[config.mk]
export PLATFORM = sky130hd
export DESIGN_NAME = mat_move
export DESIGN_NICKNAME = d
export VERILOG_FILES = /design/src/rtl/mat_pkg.sv /design/src/rtl/mat_move.sv
export SDC_FILE = /design/constraint.sdc
export NUM_CORES = 1
export LEC_CHECK = 0
export BUFFER_PORTS_ARGS = -buffer_cell sky130_fd_sc_hd__buf_4
export CORE_MARGIN = 5
export CORE_UTILIZATION = 60
export DETAILED_ROUTE_END_ITERATION = 10
export GPL_ROUTABILITY_DRIVEN = 0
export PLACE_DENSITY = 0.88
export SETUP_SLACK_MARGIN = 0.05
export SLEW_MARGIN = 20
export SYNTH_ARGS = -nofsm -noshare
export SYNTH_HDL_FRONTEND = slang
export SYNTH_SLANG_ARGS = --single-unit
export TNS_END_PERCENT = 20
[constraint.sdc]
create_clock -name vclk -period 13
set_input_delay 1.95 -clock vclk [all_inputs]
set_output_delay 1.95 -clock vclk [all_outputs]
set_load 0.01 [all_outputs]
[src/rtl/mat_pkg.sv]
// Shared constants, codes and types of the multi-ant grid block.
`default_nettype none

package mat_pkg;

    // Table and grid sizes
    localparam int MAX_ANTS  = 8;
    localparam int MAX_ROWS  = 256;
    localparam int MAX_COLS  = 256;
    localparam int ANT_W     = $clog2(MAX_ANTS);
    localparam int CNT_W     = $clog2(MAX_ANTS + 1);
    localparam int ROW_W     = $clog2(MAX_ROWS);
    localparam int COL_W     = $clog2(MAX_COLS);
    localparam int DIM_W     = $clog2(MAX_ROWS + 1);
    localparam int ADDR_W    = ROW_W + COL_W;
    localparam int CELLS     = MAX_ROWS * MAX_COLS;
    localparam int CELL_W    = 1;
    localparam int HD_W      = 2;
    localparam int OP_W      = 2;

    // Bus widths
    localparam int PADDR_W   = 4;
    localparam int PDATA_W   = 32;
    localparam int S_TDATA_W = 24;
    localparam int M_TDATA_W = 24;

    // Register reset values
    localparam logic [DIM_W-1:0] ROWS_RST = DIM_W'(256);
    localparam logic [DIM_W-1:0] COLS_RST = DIM_W'(256);
    localparam logic [CNT_W-1:0] ANTS_RST = CNT_W'(1);

    // Register indexes (word address paddr[3:2])
    typedef enum logic [1:0] {
        REG_ROWS = 2'd0,
        REG_COLS = 2'd1,
        REG_ANTS = 2'd2
    } t_reg_idx;

    // Operation codes carried in tuser
    typedef enum logic [OP_W-1:0] {
        OP_LOAD = 2'd0,
        OP_STEP = 2'd1,
        OP_READ = 2'd2
    } t_op;

    // Headings
    localparam logic [HD_W-1:0] HD_UP    = 2'd0;
    localparam logic [HD_W-1:0] HD_RIGHT = 2'd1;
    localparam logic [HD_W-1:0] HD_DOWN  = 2'd2;
    localparam logic [HD_W-1:0] HD_LEFT  = 2'd3;

    // Effective (clamped) configuration
    typedef struct packed {
        logic [DIM_W-1:0] rows;
        logic [DIM_W-1:0] cols;
        logic [CNT_W-1:0] ants;
    } t_cfg;

endpackage

`default_nettype wire

[src/rtl/mat_move.sv]
// Shared turn-and-move unit: new heading and wrapped position of one ant.
`default_nettype none

module mat_move (
    input  wire logic [mat_pkg::ROW_W-1:0] i_row,
    input  wire logic [mat_pkg::COL_W-1:0] i_col,
    input  wire logic [mat_pkg::HD_W-1:0]  i_hd,
    input  wire logic                      i_seen,
    input  wire logic [mat_pkg::DIM_W-1:0] i_rows,
    input  wire logic [mat_pkg::DIM_W-1:0] i_cols,
    output logic      [mat_pkg::ROW_W-1:0] o_row,
    output logic      [mat_pkg::COL_W-1:0] o_col,
    output logic      [mat_pkg::HD_W-1:0]  o_hd
);

    logic [mat_pkg::HD_W-1:0]  hd_new;
    logic [mat_pkg::DIM_W-1:0] row_t;
    logic [mat_pkg::DIM_W-1:0] col_t;
    logic [mat_pkg::DIM_W-1:0] row_x;
    logic [mat_pkg::DIM_W-1:0] col_x;

    // Turn left on a set cell, right on a clear one
    assign hd_new = i_seen ? (i_hd + mat_pkg::HD_W'(3)) : (i_hd + mat_pkg::HD_W'(1));
    assign o_hd   = hd_new;
    assign row_x  = mat_pkg::DIM_W'(i_row);
    assign col_x  = mat_pkg::DIM_W'(i_col);

    // Step one cell; below zero wraps to the last line
    always_comb begin
        row_t = row_x;
        col_t = col_x;
        case (hd_new)
            mat_pkg::HD_UP: begin
                row_t = (row_x == '0) ? (i_rows - mat_pkg::DIM_W'(1))
                                      : (row_x - mat_pkg::DIM_W'(1));
            end
            mat_pkg::HD_DOWN:  row_t = row_x + mat_pkg::DIM_W'(1);
            mat_pkg::HD_LEFT: begin
                col_t = (col_x == '0) ? (i_cols - mat_pkg::DIM_W'(1))
                                      : (col_x - mat_pkg::DIM_W'(1));
            end
            mat_pkg::HD_RIGHT: col_t = col_x + mat_pkg::DIM_W'(1);
            default: ;
        endcase
    end

    // At or beyond the edge wraps to zero
    assign o_row = (row_t >= i_rows) ? '0 : row_t[mat_pkg::ROW_W-1:0];
    assign o_col = (col_t >= i_cols) ? '0 : col_t[mat_pkg::COL_W-1:0];

endmodule

`default_nettype wire

# Word level (Yosys, flattened, before mapping)
# Cells that the tools add are included.
[totals]
reg_bits = 0
inputBits = 37
output_inout_bits = 18
word_cells = 23
[op_classes]
n_addsub = 8
order_cmp = 2
eq_ne = 3
n_mux = 7
n_reduce_logical = 3
[op_table]
columns = ["op", "count"]
rows = [
  ["$pmux 9 s2", 2],
  ["$add 8x1->9 const B", 2],
  ["$ge 9x9->1", 2],
  ["$logic_not 9->1", 2],
  ["$mux 9", 2],
  ["$sub 8x1->9 const B", 2],
  ["$sub 9x1->9 const B", 2],
  ["$mux 8", 2],
  ["$eq 2x2->1 const B", 2],
  ["$add 2x1->2 const B", 1],
  ["$add 2x2->2 const B", 1],
  ["$eq 2x1->1 const B", 1],
  ["$logic_not 2->1", 1],
  ["$mux 2", 1],
]

# Depth between registers and ports, before layout
[depth]
ltp_word = 6
depth_mapped = 20
ltp_nobuf = 19

# Worst setup path before layout
# OpenSTA, ideal clock, no wires.
[synth_path]
kind = "in2out"
from = "input i_row[0] in the netlist's numbering"
to = "output o_row[1] in the netlist's numbering"
arrival_time_ns = 5.419
required_time_ns = 11.050
setup_slack_ns = 5.631
path_stages = 19
n_path_buf = 1
path_cell_list = "inv_1 -> ha_1 -> nor3b_2 -> and2_1 -> buf_2 -> nor2_1 -> a21oi_1 -> ha_1 -> or3b_1 -> o31ai_1 -> o21ai_1 -> a221o_1 -> ha_1 -> a21oi_1 -> nor2b_1 -> o21ai_0 -> o211a_1 -> o21bai_1 -> nor2b_1"
[synth_between]
elab_chain_len = 5
elab_cells_between_ends = 7
classes_between = "2 x add/sub; 1 x order compare; 3 x mux; 1 x reduce/logical"
[synth_rtl]
columns = ["element", "line_no", "text"]
rows = [
  ["from (decl)", "mat_move.sv:5", "input wire logic [mat_pkg::ROW_W-1:0] i_row,"],
  ["$sub 8x1->9 or $logic_not 9->1 (tied branches)", "mat_move.sv:35, mat_move.sv:34", ""],
  ["$mux 9", "mat_move.sv:34", "row_t = (row_x == '0) ? (i_rows - mat_pkg::DIM_W'(1))"],
  ["$pmux 9 s2 (*)", "mat_move.sv:32", "case (hd_new)"],
  ["$ge 9x9->1", "mat_move.sv:48", "assign o_row = (row_t >= i_rows) ? '0 : row_t[mat_pkg::ROW_W-1:0];"],
  ["$mux 8 (*)", "mat_move.sv:48", ""],
  ["to (decl)", "mat_move.sv:11", "output logic [mat_pkg::ROW_W-1:0] o_row,"],
]
# Mark *: on every way between the ends. The rest lies on a longest branch, timed or not.

# Worst setup path after layout
[layout_path]
from = "input i_row[0] in the netlist's numbering"
to = "output o_row[6] in the netlist's numbering"
# Same word-level chain as after synthesis.

==> summary.md <==
| Metric | Value |
|---|---|
| Relative slew margins | `42.20%` |
| Core area | `0.003003 sq mm` |
| Hold Path Stages | `3` |
| Library cells used by synthesis | `54` |
| I/O Buffers | `55` |
| Commonest cells in the netlist | `inv_1, ha_1, a21oi_1, nor2_1, nand2_1` |
| Postcts setup bufs | `0` |
| Worst endpoint required time | `11.05 ns` |
| Register area share after synthesis | `0%` |
| RSZ-0062 raised after global routing | `false` |
| Mean post-synth cell area | `6.725 sq um` |
| Ys Warns | `0` |
| Global-route wire length before repair | `9114 microns` |
| Drt first-iter violations | `161` |
| Total Wirelength | `5198 microns` |
| Seq cells | `0` |
| Tmin final | `8.114 ns` |
| Setup CP Type | `in -> out` |
| HPWL Detailed | `4369 microns` |
| Wire per inst | `14.85 microns` |
| Crit path max-delay family | `compound AO/OA/AOI/OAI gates` |
| Slowest cell on the critical path | `o21bai_1` |
| Setup TNS | `0 ns` |
| WP depth | `19` |
| Layout area overhead | `21.04%` |
| Fillers | `264` |
| Maximum vdd drop | `0.02374 mV` |
| PnR worst setup slack | `4.886 ns` |
| Drt pass-1 iters | `5` |
| Nets | `384` |
| Slowest stage delay, CP | `0.69 ns` |
| Die area | `0.004292 sq mm` |
| Final Instance Area | `0.002238 sq mm` |
| Largest net degree at the start of global routing | `14` |
| Final setup violating endpoints | `0` |
| N_diodes | `0` |
| Top-count cell post-synth | `inv_1` |
| Via/cell ratio | `6.214` |
| Leading post-synthesis cells by cell area | `ha_1, a21oi_1, inv_1` |
| # rows | `20` |
| Die height | `65.52 microns` |
| Number of clock buffers in the layout | `0` |
| Starting Density | `61.58%` |
| Critical path fanouts, max | `9` |
| Routed Antenna Nets | `0` |
| Buf/Inv on CP | `3` |
| Hold crit path type | `in -> out` |
| IO Pins | `55` |
| Register Area | `0 sq um` |
| Cells after Synth | `275` |
| Final period util | `62.41%` |
| Share of cells above drive strength 1 | `20.50%` |
| Vias in the first global route | `1956` |
| Hold_ws | `4.194 ns` |
| CP Cell Sequence | `buf_4 > inv_1 > ha_1 > nor3b_2 > and2_1 > nor2_1 > a21oi_1 > ha_1 > or3b_1 > a311oi_2 > a21oi_1 > a21oi_1 > o21ai_1 > ha_1 > nand4_1 > o211a_1 > o21bai_1 > nor2b_1 > buf_4` |
| Post-synth top area share | `18.94%` |
| Vias after detailed routing | `2175` |
| Final Max Tran Viols | `0` |
| Crit end category | `output pin` |
| Post-Syn Nets | `340` |
| Number of max-cap violations | `0` |
| Die Wd | `65.52 microns` |
| # resized after CTS | `0` |
| Fmax | `123.2 MHz` |
| Least-Margin Pin Slew | `0.8652 ns` |
| Hold_buf cts | `0` |
| CP Launch Type | `input pin` |
| LEAKAGE | `1.087 nW` |
| Pre-CTS setup slack | `4.946 ns` |
| Netlist Area Pre-Place | `0.001849 sq mm` |
| Pwr dens | `42.45 mW/mm^2` |
| Outcome | `complete, no violations` |
| Final Hold Fails | `0` |
| Final Util | `74.54%` |
| Initial antenna violation count | `0` |
| Cell Area, Placed | `0.002238 sq mm` |
| Yosys top cell by area | `ha_1` |
| Residual overflow from global routing | `0` |
| Drt drc | `0` |
| GRT Total Usage | `25.55%` |
| CP arrival | `6.16 ns` |
-- cells by family after synthesis --
kind of cell / share of synthesized area, %
fa+ha+maj: 18.94
xor+xnor: 7.104
simple gates: 31.26
compound gates: 32.48
buf+inv: 10.22
-- through the flow --
step                cells    power, W
global route          350   0.0001074
floorplan             275  0.00005715
CTS                   350  0.00009490
global placement      350  0.00009324
finish                350  0.00009502
detailed placement    350  0.00009450
-- metal layers --
| layer | vias to the layer above | routed length, microns | GRT usage, % |
|---|---|---|---|
| met5 | - | 0 | 0 |
| met4 | 0 | 31 | 1.813 |
| met3 | 4 | 439 | 1.197 |
| met2 | 111 | 2377 | 40.83 |
| met1 | 975 | 2349 | 39.04 |
| li1 | 1085 | - | - |
-- worst min-delay path: cells and delay by family --
kind                   cells  cell delay, ns
buffers and inverters      3            0.29
-- cell usage in the layout (no fill, tap or decap), types with 3 or more instances in the layout --
| master | netlist | layout |
|---|---|---|
| nand3_1 | 10 | 10 |
| nand4_1 | 3 | 3 |
| nand2b_1 | 3 | 3 |
| a22oi_1 | 6 | 6 |
| o21ai_0 | 10 | 10 |
| xor2_1 | 7 | 7 |
| a21o_1 | 3 | 3 |
| xnor2_1 | 8 | 8 |
| and3_1 | 7 | 7 |
| a41oi_1 | 5 | 5 |
| nor4_1 | 4 | 4 |
| buf_4 | 1 | 55 |
| nor2_1 | 22 | 22 |
| nor3_1 | 4 | 4 |
| nand2_1 | 15 | 15 |
| inv_1 | 33 | 33 |
| o21ai_1 | 11 | 11 |
| nor2b_1 | 12 | 12 |
| or3_1 | 5 | 5 |
| ha_1 | 28 | 28 |
| a31oi_1 | 3 | 3 |
| a21oi_1 | 25 | 25 |
-- where the power goes --
part | internal (W) | switching (W) | total [W] | leakage (nW)
Combinational | 0.0000441 | 0.0000510 | 0.0000950 | 1.09
Clock | 0 | 0 | 0 | 0
Sequential | 0 | 0 | 0 | 0
Total | 0.0000441 | 0.0000510 | 0.0000950 | 1.09
-- worst paths after layout --
kind      from  endpoint  slack [ns]
max   i_row[0]  o_row[6]        4.89
min    i_hd[0]   o_hd[0]        4.19
-- final cells by class --
cell class	count	area [sq um]	share of cell area, %
well taps	33	41.29	1.845
multi-input cells	229	1660	74.18
repair buffers	55	412.9	18.45
inverters	33	123.9	5.534
Note: power is estimated with default switching activity, not from simulation.
