$ cat src/rtl/mat_pkg.sv
// Shared constants, codes and types of the multi-ant grid block.
`default_nettype none

package mat_pkg;

    // Table and grid sizes
    localparam int MAX_ANTS  = 8;
    localparam int MAX_ROWS  = 256;
    localparam int MAX_COLS  = 256;
    localparam int ANT_W     = $clog2(MAX_ANTS);
    localparam int CNT_W     = $clog2(MAX_ANTS + 1);
    localparam int ROW_W     = $clog2(MAX_ROWS);
    localparam int COL_W     = $clog2(MAX_COLS);
    localparam int DIM_W     = $clog2(MAX_ROWS + 1);
    localparam int ADDR_W    = ROW_W + COL_W;
    localparam int CELLS     = MAX_ROWS * MAX_COLS;
    localparam int CELL_W    = 1;
    localparam int HD_W      = 2;
    localparam int OP_W      = 2;

    // Bus widths
    localparam int PADDR_W   = 4;
    localparam int PDATA_W   = 32;
    localparam int S_TDATA_W = 24;
    localparam int M_TDATA_W = 24;

    // Register reset values
    localparam logic [DIM_W-1:0] ROWS_RST = DIM_W'(256);
    localparam logic [DIM_W-1:0] COLS_RST = DIM_W'(256);
    localparam logic [CNT_W-1:0] ANTS_RST = CNT_W'(1);

    // Register indexes (word address paddr[3:2])
    typedef enum logic [1:0] {
        REG_ROWS = 2'd0,
        REG_COLS = 2'd1,
        REG_ANTS = 2'd2
    } t_reg_idx;

    // Operation codes carried in tuser
    typedef enum logic [OP_W-1:0] {
        OP_LOAD = 2'd0,
        OP_STEP = 2'd1,
        OP_READ = 2'd2
    } t_op;

    // Headings
    localparam logic [HD_W-1:0] HD_UP    = 2'd0;
    localparam logic [HD_W-1:0] HD_RIGHT = 2'd1;
    localparam logic [HD_W-1:0] HD_DOWN  = 2'd2;
    localparam logic [HD_W-1:0] HD_LEFT  = 2'd3;

    // Effective (clamped) configuration
    typedef struct packed {
        logic [DIM_W-1:0] rows;
        logic [DIM_W-1:0] cols;
        logic [CNT_W-1:0] ants;
    } t_cfg;

endpackage

`default_nettype wire

$ cat src/rtl/mat_cfg.sv
// APB register file for grid size and ant count, with clamped outputs.
`default_nettype none

module mat_cfg (
    input  wire logic                          i_clk,
    input  wire logic                          i_rst_n,
    input  wire logic                          psel,
    input  wire logic                          penable,
    input  wire logic                          pwrite,
    input  wire logic [mat_pkg::PADDR_W-1:0]   paddr,
    input  wire logic [mat_pkg::PDATA_W-1:0]   pwdata,
    output logic      [mat_pkg::PDATA_W-1:0]   prdata,
    output logic                               pready,
    output mat_pkg::t_cfg                      o_cfg
);

    logic [mat_pkg::DIM_W-1:0] r_rows;
    logic [mat_pkg::DIM_W-1:0] r_cols;
    logic [mat_pkg::CNT_W-1:0] r_ants;
    mat_pkg::t_reg_idx         reg_idx;
    logic                      wr_en;

    assign pready  = 1'b1;
    assign reg_idx = mat_pkg::t_reg_idx'(paddr[3:2]);
    assign wr_en   = psel & penable & pwrite;

    // Write the addressed register; keep the raw value
    always_ff @(posedge i_clk) begin
        if (!i_rst_n) begin
            r_rows <= mat_pkg::ROWS_RST;
            r_cols <= mat_pkg::COLS_RST;
            r_ants <= mat_pkg::ANTS_RST;
        end else if (wr_en) begin
            case (reg_idx)
                mat_pkg::REG_ROWS: r_rows <= pwdata[mat_pkg::DIM_W-1:0];
                mat_pkg::REG_COLS: r_cols <= pwdata[mat_pkg::DIM_W-1:0];
                mat_pkg::REG_ANTS: r_ants <= pwdata[mat_pkg::CNT_W-1:0];
                default: ;
            endcase
        end
    end

    // Read back the raw register
    always_comb begin
        case (reg_idx)
            mat_pkg::REG_ROWS: prdata = mat_pkg::PDATA_W'(r_rows);
            mat_pkg::REG_COLS: prdata = mat_pkg::PDATA_W'(r_cols);
            mat_pkg::REG_ANTS: prdata = mat_pkg::PDATA_W'(r_ants);
            default:           prdata = '0;
        endcase
    end

    // Saturate to the legal ranges
    always_comb begin
        if (r_rows == '0) begin
            o_cfg.rows = mat_pkg::DIM_W'(1);
        end else if (r_rows > mat_pkg::DIM_W'(mat_pkg::MAX_ROWS)) begin
            o_cfg.rows = mat_pkg::DIM_W'(mat_pkg::MAX_ROWS);
        end else begin
            o_cfg.rows = r_rows;
        end
        if (r_cols == '0) begin
            o_cfg.cols = mat_pkg::DIM_W'(1);
        end else if (r_cols > mat_pkg::DIM_W'(mat_pkg::MAX_COLS)) begin
            o_cfg.cols = mat_pkg::DIM_W'(mat_pkg::MAX_COLS);
        end else begin
            o_cfg.cols = r_cols;
        end
        if (r_ants == '0) begin
            o_cfg.ants = mat_pkg::CNT_W'(1);
        end else if (r_ants > mat_pkg::CNT_W'(mat_pkg::MAX_ANTS)) begin
            o_cfg.ants = mat_pkg::CNT_W'(mat_pkg::MAX_ANTS);
        end else begin
            o_cfg.ants = r_ants;
        end
    end

endmodule

`default_nettype wire

$ cat config.mk
export PLATFORM = sky130hd
export DESIGN_NAME = mat_cfg
export DESIGN_NICKNAME = d
export VERILOG_FILES = /design/src/rtl/mat_pkg.sv /design/src/rtl/mat_cfg.sv
export SDC_FILE = /design/constraint.sdc
export NUM_CORES = 1
export LEC_CHECK = 0
export BUFFER_PORTS_ARGS = -buffer_cell sky130_fd_sc_hd__buf_2
export CAP_MARGIN = 20
export CORE_MARGIN = 2
export CORE_UTILIZATION = 30
export CTS_CLUSTER_DIAMETER = 50
export CTS_CLUSTER_SIZE = 12
export DETAILED_ROUTE_END_ITERATION = 7
export PLACE_DENSITY = 0.68
export SKIP_LAST_GASP = 1
export SYNTH_ARGS = -nofsm -noshare
export SYNTH_HDL_FRONTEND = slang
export SYNTH_SLANG_ARGS = --single-unit
$ cat constraint.sdc
create_clock -name i_clk -period 0.8 [get_ports i_clk]
set_input_delay 0.04 -clock i_clk [delete_from_list [all_inputs] [get_ports i_clk]]
set_output_delay 0.04 -clock i_clk [all_outputs]
set_load 0.01 [all_outputs]
Word level (Yosys, flattened, before mapping)
Index checks and enable logic that the tools add are counted.
- register bits after elaboration: 22
- input bits: 41
- logic and storage cells: 24
- order comparisons: 3
- eq/ne operators: 2
- multiplexer cells: 7
- bitwise gates (word level): 2
- reduce and logical (&&, ||, !) cells: 7
- operators with widths (kind ; number):
    $mux 9 ; 4
    $pmux 9 s3 ; 1
    $gt 9x9->1 const B ; 2
    $logic_not 9->1 ; 2
    $mux 4 ; 2
    $reduce_and 2->1 ; 3
    $gt 4x4->1 const B ; 1
    $logic_not 4->1 ; 1
    $and 1x1->1 ; 2
    $eq 2x1->1 const B ; 1
    $eq 2x2->1 const B ; 1
    $logic_not 2->1 ; 1

Longest topological paths before layout
- word-level depth: 3
- gate-level depth with buffers: 4
- gate-level depth less buffers: 3

Worst setup path before layout
No wires, ideal clock.
- path type: flip-flop to output port
- start point: register r_cols[8] (netlist bit)
- end point: output prdata[8] (netlist bit)
- arrival time: 0.850 ns
- required time: 0.760 ns
- slack: -0.090 ns
- stages on the path, launching flop included: 4
- path buffers: 1
- cell sequence: dfxtp_1 clkbuf_1 mux2i_1 nor2_1
- word-level cells in the longest chain between the ends: 1
- ends and longest elaborated chain (item ; line ; RTL):
    start, declared ; mat_cfg.sv:18 ; logic [mat_pkg::DIM_W-1:0] r_cols;
    start signal, assigned ; mat_cfg.sv:31 ; r_cols <= mat_pkg::COLS_RST;
    start signal, assigned ; mat_cfg.sv:36 ; mat_pkg::REG_COLS: r_cols <= pwdata[mat_pkg::DIM_W-1:0];
    $pmux 9 s3 ; mat_cfg.sv:45 ; case (reg_idx)
    end, declared ; mat_cfg.sv:12 ; output logic [mat_pkg::PDATA_W-1:0] prdata,
Every way passes these cells.

==> results.tsv <==
stage	metric	value	unit
routing	Vias	1265	
die	die area	5250	um2
synth	dominant cells by area after synthesis	dfxtp_1, mux2i_1, buf_4	
clock_tree	clock sinks	22	
clock_tree	Clock Path Buffers	2	
synth	cells after synthesis	169	
worst_setup_path	Worst setup SP type	flop	
worst_setup_path	required time worst endpoint	760	ps
die	Die Span Y	72.4	um
cells_and_area	Final #Nets	277	
die	Rows	24	
synth	Post-synth EDFFs	0	
power_and_ir_drop	Logic pwr share	0.143	
synth	Async SR Flop Fraction	0	
power_and_ir_drop	Lkg Pwr	1.02	nW
routing	final antenna-violating net count	0	
timing	Final Hold Slack	36.3	ps
cells_and_area	ant diodes	0	
timing	setup tns final	-7220	ps
clock_tree	Hold Buf Count CTS	0	
routing	1st-iter DRT viols	26	
synth	Yosys cell types	22	
timing	Tcrit/Tclk final	1.56	
routing	DRC	0	
clock_tree	CTS buffer count	3	
timing	fmax	0.800	GHz
run_status	violated checks	setup timing	
routing	First-pass DRT Iterations	4	
worst_setup_path	R2R Path Start	r_cols[7]$_SDFFE_PN0P_	
grt	gr ovfl total	0	
power_and_ir_drop	Net Switching	0.577	mW
routing	vias per cell	4.41	
die	Initial Utilization	0.316	
synth	mapped cell area	1410	um2
worst_setup_path	Max Fanout on Critical Path	2	
timing	minimum clock period	1250	ps
hold_path	worst hold path type	in2reg	
placed_design	dpl ws	-190	ps
placed_design	PortBufs	46	
clock_tree	clk_lat worst skew	260	ps
cells_and_area	fin area	2120	um2
synth	Mean Syn Cell Area	8.31	um2
synth	count leader, synth	nand2_1	
placed_design	GP Congestion	0.747	
power_and_ir_drop	Seq pwr share	0.446	
placed_design	HPWL after DPL	2.71	mm
cells_and_area	layout cells sized above 1	0.502	
grt	GR Util All Layers	0.133	
power_and_ir_drop	clock power share	0.411	
grt	initial antenna violation count	0	
timing	RSZ-0062 raised after global routing	yes	
clock_tree	htree depth	1	
die	Core Area	4440	um2
worst_setup_path	Worst Path Arrival	1210	ps
die	Die W	72.4	um
power_and_ir_drop	pwr dens	1190	nW/um2
grt	largest net degree at the start of global routing	30	
grt	vias in the first global route	1237	
worst_setup_path	CP Launch Point	r_rows[7]$_SDFFE_PN0P_	
power_and_ir_drop	Sw Share	0.230	
job	Max-Cap Viols	0	
timing	Final Max Tran Viols	0	
clock_tree	clk slew on worst S/H paths	80	ps
clock_tree	root buffer cell	clkbuf_8	
synth	sequential fraction of the synthesis area	0.313	
placed_design	placed cell areas	1750	um2
run_status	status	finished, violations left	
power_and_ir_drop	Max VDD drop	0.639	mV
worst_setup_path	critical path class	reg2out	
synth	largest area contributor in the netlist	dfxtp_1	
synth	most frequently used flop master after synthesis	dfxtp_1	
timing	Finish-stage setup viols	31	
routing	wire per inst	12.7	um
worst_setup_path	crit end category	output port	
timing	Final Hold Viols	0	
power_and_ir_drop	Int Power	1.93	mW
synth	Yosys top cell area share	0.313	
timing	Final Skew	0	ps
grt	first-pass GRT wire length	5.57	mm
die	# IOs	96	
timing	final setup margin	-450	ps
cells_and_area	P&R area growth vs syn	50.6	%
routing	routed wire length	3.63	mm
hold_path	Hold Crit Start	pwdata[8]	
clock_tree	CTS tree	done	
synth	number of synthesized register bits	22	
synth	Post-synth top cells	nand2_1, mux2i_1, buf_4	
synth	Ys Warns	0	
[power by group through the flow]
| stage | clock network, mW | logic, mW | registers [mW] |
|---|---|---|---|
| 6_report | 1.03 | 0.360 | 1.12 |
| 5_1_grt | 1.09 | 0.393 | 1.12 |
| 4_1_cts | 1.05 | 0.341 | 1.12 |
| 3_5_place_dp | 0 | 0.327 | 1.15 |
| 3_3_place_gp | 0 | 0.324 | 1.14 |
| 2_1_floorplan | 0 | 0.280 | 1.14 |
[path summary, 6_finish.rpt]
kind / end / slack (ps) / depth (start not counted)
worst max register to register: r_cols[7]$_SDFFE_PN0P_ / 20 / 3
worst max-delay path: o_cfg[13] / -450 / 4
worst min-delay path: r_cols[8]$_SDFFE_PN1P_ / 40 / 3
worst min register to register: r_cols[0]$_SDFFE_PN0P_ / 480 / 2
[metrics by stage]
| stage | instances | utilization | power (mW) |
|---|---|---|---|
| global route | 287 | 0.476 | 2.60 |
| global placement | 279 | 0.395 | 1.47 |
| finish | 287 | 0.476 | 2.51 |
| CTS | 285 | 0.446 | 2.51 |
| detailed placement | 279 | 0.395 | 1.47 |
| floorplan | 191 | - | 1.42 |
[cell families after synthesis]
group	synth area share
AOI/OAI and AO/OA	0.0267
muxes	0.214
and+or+nand+nor	0.256
other	0.00534
buffers and inverters	0.185
DFF	0.313
[critical path: stages, from the launching register on]
cell and delay (ps):
dfxtp_2 330, nor4_2 250, a21oi_1 100, nor2_1 120, buf_2 150
[cells in the final DEF, fill, tap and decap left out, types with 2 or more instances in the layout]
master	Yosys	final
buf_2	1	36
nor4_2	0	2
conb_1	2	24
nor2b_1	19	11
nor2_1	10	10
nor2b_4	0	7
buf_6	3	28
mux2i_1	30	29
dfxtp_1	22	2
buf_4	25	10
dfxtp_2	0	18
nor2b_2	1	2
clkbuf_8	0	3
dfxtp_4	0	2
a21oi_1	2	2
o21ai_1	4	4
buf_12	0	3
nand2_1	31	30
[registers in the layout, indices dropped and copies added, names as in the netlist]
| signal | flops |
|---|---|
| r_ants | 4 |
| r_cols | 9 |
| r_rows | 9 |
[layout make-up]
type                       count  area, um2
sequential                    22        470
inverter                       1       3.75
fill                         413       2330
multi-input combinational    131        875
clock buffer                   3       41.3
timing repair buffer          77        631
tap                           52       65.1
clock inverter                 1       30.0
[layer usage]
layer  vias up  part of all wire  track usage  wire length, um
met3         4             0.066       0.0278              240
met5         -                 0            0                0
li1        626                 -            -                -
met2        49              0.51        0.227             1860
met1       586              0.41        0.160             1490
met4         0             0.011       0.0617               39
[repair_timing]
item	4_1_cts	5_1_grt
pin swaps	10	9
hold endpoints to repair	0	0
setup buffers	2	5
gates resized for setup	45	29
setup endpoints to repair	31	32
gates cloned	0	0
No activity file was read; power rests on OpenSTA's default activity.
